===== src/hdl/rts_pkg.sv =====
// ----------------------------------------------------------------------------
// rts_pkg: shared types and constants for the tune sequencer
// Payload structs, command codes, controller/datapath command set.
// ----------------------------------------------------------------------------
`default_nettype none
package rts_pkg;

    localparam int RomDepth     = 8192;
    localparam int RomAw        = 13;
    localparam int ChannelCount = 3;

    localparam logic [1:0] CMD_REG_WRITE = 2'd0;
    localparam logic [1:0] CMD_TICK      = 2'd1;
    localparam logic [1:0] CMD_ROM_LOAD  = 2'd2;

    localparam logic [1:0] VAR_A = 2'd0;
    localparam logic [1:0] VAR_B = 2'd1;
    localparam logic [1:0] VAR_C = 2'd2;

    localparam logic [1:0] REG_VARIANT = 2'd0;
    localparam logic [1:0] REG_SAMPLES = 2'd1;

    localparam logic [6:0]  MasterVolOn = 7'd100;
    localparam logic [18:0] FreqReset   = 19'd1000;
    localparam logic [7:0]  SilentByte  = 8'hff;
    localparam logic [14:0] FreqNumer   = 15'd32000;

    typedef struct packed {
        logic [1:0]  command;
        logic [1:0]  reg_offset;
        logic [7:0]  data;
        logic [12:0] rom_address;
    } t_in_item;

    typedef struct packed {
        logic [18:0] freq_ch0;
        logic [18:0] freq_ch1;
        logic [18:0] freq_ch2;
        logic [6:0]  vol_ch0;
        logic [6:0]  vol_ch1;
        logic [6:0]  vol_ch2;
        logic [2:0]  sample_start;
        logic [2:0]  sample_stop;
        logic [1:0]  noise_write;
        logic        noise_enable;
        logic        flip_write;
        logic [7:0]  flip_data;
    } t_out_item;

    // controller -> datapath
    typedef struct packed {
        logic       load_item;   // capture item, clear events
        logic       do_write;    // apply register write
        logic       do_load;     // write tune ROM
        logic       toggle_phase;
        logic       rd_issue;    // present ROM address of sel channel
        logic       div_start;   // ROM data valid: start divide or silence
        logic       div_step;
        logic       ch_finish;   // commit freq/vol/position of sel channel
        logic       ch_skip;     // muted channel: vol 0
        logic       rollover;    // stop-on-rollover check
        logic       capture;     // load the output result register
        logic [1:0] sel;
    } t_dp_cmd;

    // datapath -> controller
    typedef struct packed {
        logic [1:0] command;
        logic       phase;       // tick phase before toggle
        logic [2:0] muted;
        logic       div_done;
    } t_dp_status;

endpackage
`default_nettype wire


===== src/hdl/rts_ctrl.sv =====
// ----------------------------------------------------------------------------
// rts_ctrl: sequencer for item handling and per-channel tick work
// Walks channels 0..2 on active ticks: read ROM, divide, commit; muted ones get vol 0.
// ----------------------------------------------------------------------------
`default_nettype none
module rts_ctrl (
    input  wire logic               i_clk,
    input  wire logic               i_rst_n,
    input  wire logic               i_in_fire,
    input  wire logic               i_out_ready,
    input  wire rts_pkg::t_dp_status i_status,
    output rts_pkg::t_dp_cmd        o_cmd,
    output logic                    o_in_ready,
    output logic                    o_out_valid
);
    typedef enum logic [3:0] {
        S_IDLE, S_DISPATCH, S_CH_START, S_RD_WAIT, S_DIV_GO, S_DIV,
        S_ROLL, S_DONE
    } t_state;

    t_state     r_state;
    logic [1:0] r_sel;
    logic       r_out_valid;

    always_comb begin
        o_cmd = '0;
        o_cmd.sel = r_sel;
        o_cmd.load_item = i_in_fire;
        case (r_state)
            S_DISPATCH: begin
                o_cmd.do_write = (i_status.command == rts_pkg::CMD_REG_WRITE);
                o_cmd.do_load  = (i_status.command == rts_pkg::CMD_ROM_LOAD);
                o_cmd.toggle_phase = (i_status.command == rts_pkg::CMD_TICK);
            end
            S_CH_START: begin
                o_cmd.rd_issue = !i_status.muted[r_sel];
                o_cmd.ch_skip  = i_status.muted[r_sel];
            end
            S_DIV_GO: o_cmd.div_start = 1'b1;
            S_DIV: begin
                o_cmd.div_step  = 1'b1;
                o_cmd.ch_finish = i_status.div_done;
            end
            S_ROLL: o_cmd.rollover = 1'b1;
            // output register free or emptying this cycle
            S_DONE: o_cmd.capture = !r_out_valid || i_out_ready;
            default: ;
        endcase
    end

    assign o_in_ready  = (r_state == S_IDLE);
    assign o_out_valid = r_out_valid;

    always_ff @(posedge i_clk) begin
        if (!i_rst_n) begin
            r_state <= S_IDLE;
            r_sel <= '0;
            r_out_valid <= 1'b0;
        end else begin
            if (o_cmd.capture) r_out_valid <= 1'b1;
            else if (i_out_ready) r_out_valid <= 1'b0;
            case (r_state)
                S_IDLE: if (i_in_fire) r_state <= S_DISPATCH;
                S_DISPATCH: begin
                    // phase before toggle is 1 -> this tick is active
                    if (i_status.command == rts_pkg::CMD_TICK && i_status.phase) begin
                        r_sel <= 2'd0;
                        r_state <= S_CH_START;
                    end else begin
                        r_state <= S_DONE;
                    end
                end
                S_CH_START: begin
                    if (i_status.muted[r_sel]) begin
                        if (r_sel == 2'd2) r_state <= S_ROLL;
                        else r_sel <= r_sel + 2'd1;
                    end else begin
                        r_state <= S_RD_WAIT;
                    end
                end
                S_RD_WAIT: r_state <= S_DIV_GO;
                S_DIV_GO: r_state <= S_DIV;
                S_DIV: begin
                    if (i_status.div_done) begin
                        if (r_sel == 2'd2) begin
                            r_state <= S_ROLL;
                        end else begin
                            r_sel <= r_sel + 2'd1;
                            r_state <= S_CH_START;
                        end
                    end
                end
                S_ROLL: r_state <= S_DONE;
                S_DONE: begin
                    if (o_cmd.capture) r_state <= S_IDLE;
                end
                default: r_state <= S_IDLE;
            endcase
        end
    end

    assert property (@(posedge i_clk) disable iff (!i_rst_n)
        r_out_valid && !i_out_ready |=> r_out_valid)
        else $error("result dropped while stalled");
    assert property (@(posedge i_clk) disable iff (!i_rst_n)
        (r_state != S_IDLE) |-> !o_in_ready)
        else $error("input accepted mid-item");
    assert property (@(posedge i_clk) disable iff (!i_rst_n)
        o_cmd.capture |=> r_out_valid)
        else $error("finished item produced no result");
endmodule
`default_nettype wire


===== config.mk =====
export PLATFORM = sky130hd
export DESIGN_NAME = rts_ctrl
export DESIGN_NICKNAME = d
export VERILOG_FILES = /design/src/hdl/rts_pkg.sv /design/src/hdl/rts_ctrl.sv
export SDC_FILE = /design/constraint.sdc
export NUM_CORES = 1
export LEC_CHECK = 0
export BUFFER_PORTS_ARGS = -buffer_cell sky130_fd_sc_hd__buf_4
export CORE_AREA = 2 2 39 41
export DETAILED_ROUTE_END_ITERATION = 8
export DIE_AREA = 0 0 41 43
export PLACE_DENSITY_LB_ADDON = 0.2
export SLEW_MARGIN = 10
export SYNTH_ARGS = -nofsm -noshare
export SYNTH_HDL_FRONTEND = slang
export SYNTH_SLANG_ARGS = --single-unit

===== constraint.sdc =====
create_clock -name i_clk -period 3.3 [get_ports i_clk]
set_input_delay 0.165 -clock i_clk [delete_from_list [all_inputs] [get_ports i_clk]]
set_output_delay 0.165 -clock i_clk [all_outputs]
set_load 0.01 [all_outputs]

==> impl_summary.md <==
Drt
For this block, the via count after detailed routing is about 560. The average wire length per cell after detail routing is between 10 and 15 um. The DRC violations left is 0. In this run, the number of DRC markers left after iteration 0 of detailed routing was 6. The number of detailed-routing iterations run before antenna repair is 4. After detailed routing, the number of vias per cell comes to 5.292. The routed design has around 1200 um of wire.

The remaining number of nets flagged by the antenna check after routing is 0.

Floorplanning
The placement row count is 14. The die covers between 1500 and 2000 um^2. The die is 41 um wide.

The count of boundary I/O pins is 26. The die is about 43 um tall. For this configuration, the core starts out at a cell density of between 30% and 40%. The placeable core region is 1384 um^2.

STA
Setup repair after global routing left no endpoint under its margin. The highest clock frequency the design can meet is around 560 MHz. Hold is met by between 0.15 and 0.2 ns. The final period utilization is between 50 and 60%. The final-report hold violation count is 0. Setup violations remaining at the end of the flow were counted as 0. The slew of the pin with the lowest slew margin is 0.4275 ns. For the final database, setup skew stands at ~0.0024 ns. The number of pins exceeding their max-slew limit in the final report is 0. Headroom to the max-slew limit came out at 71.31%. Subtracting the final worst setup slack from the clock period gives 1.796 ns. The sum of negative setup slack is 0 ns.

Power
For this design the ratio of total power to cell area is between 600 and 700 nW/um^2. The internal portion of the total power is 253.2 uW. Combinational logic is responsible for roughly half of the overall power. The relative contribution of the clock network to total power is between 10% and 20%.

VDD sags by at most ~0.31 mV. Registers are responsible for between 30 and 40% of the overall power. The switching share of total power is a little over two fifths. Summed over all cells, the static leakage comes to ~0.33 nW.

Power comes to about 440 uW. For this design the total switching power over the nets is between 150 and 200 uW.

Logic synthesis
The cell type with the largest total area after synthesis is dfxtp_1. In this run the mean area of a mapped cell was 7.750 um^2. The number of enable-type register cells in the synthesized netlist is 0. The number of distinct standard cells referenced by the synthesized netlist is 30. The flip-flop cell with the highest count after synthesis is dfxtp_1. Summing every instance area after synthesis gives 519.2 um^2. After synthesis, the share of flip-flops with an asynchronous set or reset is 0%. Yosys printed 0 warnings. Synthesis produced 67 cells. Ranked by instance count, the synthesized netlist is headed by dfxtp_1 (6), inv_1 (6), nor2_1 (6). The share of synthesized area occupied by flip-flops and latches is a little under a quarter. Ranked by total cell area, the synthesized netlist is headed by dfxtp_1 (23%), mux2i_1 (5.8%), nor3b_1 (5.8%). The area fraction of the dominant cell type after synthesis is between 20% and 30%.

The total of flip-flops plus latches after synthesis is 6. The synthesized netlist net count is 79.

Setup path
In this design, the largest share of critical-path delay is due to simple AND/OR/NAND/NOR gates. The critical path is of the register to primary output type. Traced cell by cell, the critical path runs through or3b_1 -> nor3b_1 -> buf_4. STA puts the critical path data required time at 3.13 ns. The number of buffer and inverter stages on the critical path is 1. The critical path startpoint category is a register. The worst endpoint data arrival time is between 1.5 and 2 ns.

The critical path's slowest cell is dfxtp_1. Of all nets on the critical path, the largest fanout is 12. For this run, the slowest stage of the critical path takes about 0.54 ns.

The endpoint type of the worst setup path is a primary output.

Clock network
The cell at the root of the clock tree is clkbuf_4. The number of buffers inserted during clock tree synthesis is 3. The number of gates resized after cts is 0.

The clock sink count is 6. The clock insertion delay at the later pin of the skew report is between 0.2 and 0.3 ns. The maximum count of clock buffers along a single path is 2.

The count of buffers added by post-CTS timing repair for setup is 0. Clock-pin slew was measured on the worst setup and hold paths at 0.05 ns. The maximum level of the CTS H-tree is 1. The clock tree from TritonCTS is done. The hold-fix buffer count after cts is 0.

Layout
The number of nets in the layout is about 100. The post-route netlist has approximately a third of its cells at a drive strength greater than 1. The multi-input combinational cells in the finished layout cover a total of 342.8 um^2.

Summing all flip-flop and latch instances after layout gives ~120 um^2. Fill cells in the final layout number roughly 150. From synthesis to final layout, the design area changed by 37.83%.

Cells fill just over 50% of the core in the end. The number of antenna diodes in the final layout is 0. After routing the design area is a little over 700 um^2.

Global route
The global-route wire length before repair is 1807 um. The number of antenna violations at the first check in global routing is 0. The via count of the first global-routing pass was 431. The overflow left after global routing is 0. The pin count of the biggest net entering global routing is 16. Global routing used 15.56% of the available tracks.

Flow run
Across the run, the number of max-cap violations was 0.

Status
The run finished with clean final reports.

Hold path
The worst min-delay path category is input port to register.

Placed design
Routability-driven placement finished with a final weighted congestion of around 0.76. Summing all placed instances gives a cell area of 693.2 um^2. Buffers placed on the I/O ports in this run total 25. The half-perimeter wire length after placement is between 900 and 1000 um.
==> cells in the final DEF (no fill, tap or decap) <==
master,instances
o22ai_2,1
a21oi_4,1
nand2b_1,2
dfxtp_1,6
clkbuf_4,3
o21ai_0,1
o21ai_1,2
a211oi_1,3
buf_4,25
o21a_1,1
a31o_1,1
nor2_1,6
a21oi_1,2
and2b_1,1
a2bb2oi_1,1
nand2_1,4
or3b_1,2
ha_1,1
nor3b_1,4
nor3_1,3
nor2b_1,1
nand4b_1,1
mux2i_1,3
a21boi_1,2
nand3_1,2
o22a_1,1
o31ai_1,1
nand3b_1,3
inv_1,6
==> registers in the layout, indices dropped and copies added, names as in the netlist <==
register     cells
r_state          3
r_sel            2
o_out_valid      1
==> metal layers <==
layer | vias to the layer above | routed length, um | global-route usage [%]
li1 | 286 | - | -
met1 | 254 | 533 | 19.29
met2 | 17 | 542 | 21.25
met3 | 4 | 73 | 4.712
met4 | 0 | 22 | 12.00
met5 | - | 0 | 0
==> final cells by class <==
| type | count | area share, % |
|---|---|---|
| timing repair buffer | 25 | 26.22 |
| sequential | 6 | 16.78 |
| clock buffer | 3 | 3.147 |
| multi-input combinational | 50 | 47.90 |
| tap | 16 | 2.797 |
| inverter | 6 | 3.147 |
==> power groups by stage <==
| stage | Clock, mW | Combinational, mW | Sequential [mW] |
|---|---|---|---|
| 5_1_grt | 0.0766 | 0.249 | 0.147 |
| 2_1_floorplan | 0 | 0.204 | 0.102 |
| 3_5_place_dp | 0 | 0.228 | 0.140 |
| 6_report | 0.0712 | 0.228 | 0.141 |
| 3_3_place_gp | 0 | 0.226 | 0.140 |
| 4_1_cts | 0.0736 | 0.230 | 0.140 |
==> worst paths after layout <==
check                                  from          end  slack (ns)  depth (start not counted)
worst max-delay path             r_state[0]     o_cmd[9]        1.50                          3
worst min-delay path                i_rst_n   r_state[1]        0.17                          2
worst max register to register   r_state[1]   r_state[0]        1.70                          3
worst min register to register  o_out_valid  o_out_valid        0.51                          2
==> logic make-up (layout without fill, tap and decap cells) <==
group | count (synthesis) | after routing | share of synthesized area [%]
muxes | 3 | 3 | 5.783
adders and majority gates | 1 | 1 | 2.409
AOI/OAI and AO/OA | 17 | 17 | 25.54
DFF | 6 | 6 | 23.13
and+or+nand+nor | 29 | 29 | 32.29
buffers and inverters | 11 | 34 | 10.84
==> metrics by stage <==
step / setup WS, ns / std cells
global route: 1.398 / 106
finish: 1.504 / 106
detailed placement: 1.736 / 103
CTS: 1.483 / 106
floorplan: 2.028 / 67
global placement: 1.758 / 103
(Power assumes the default switching activity.)
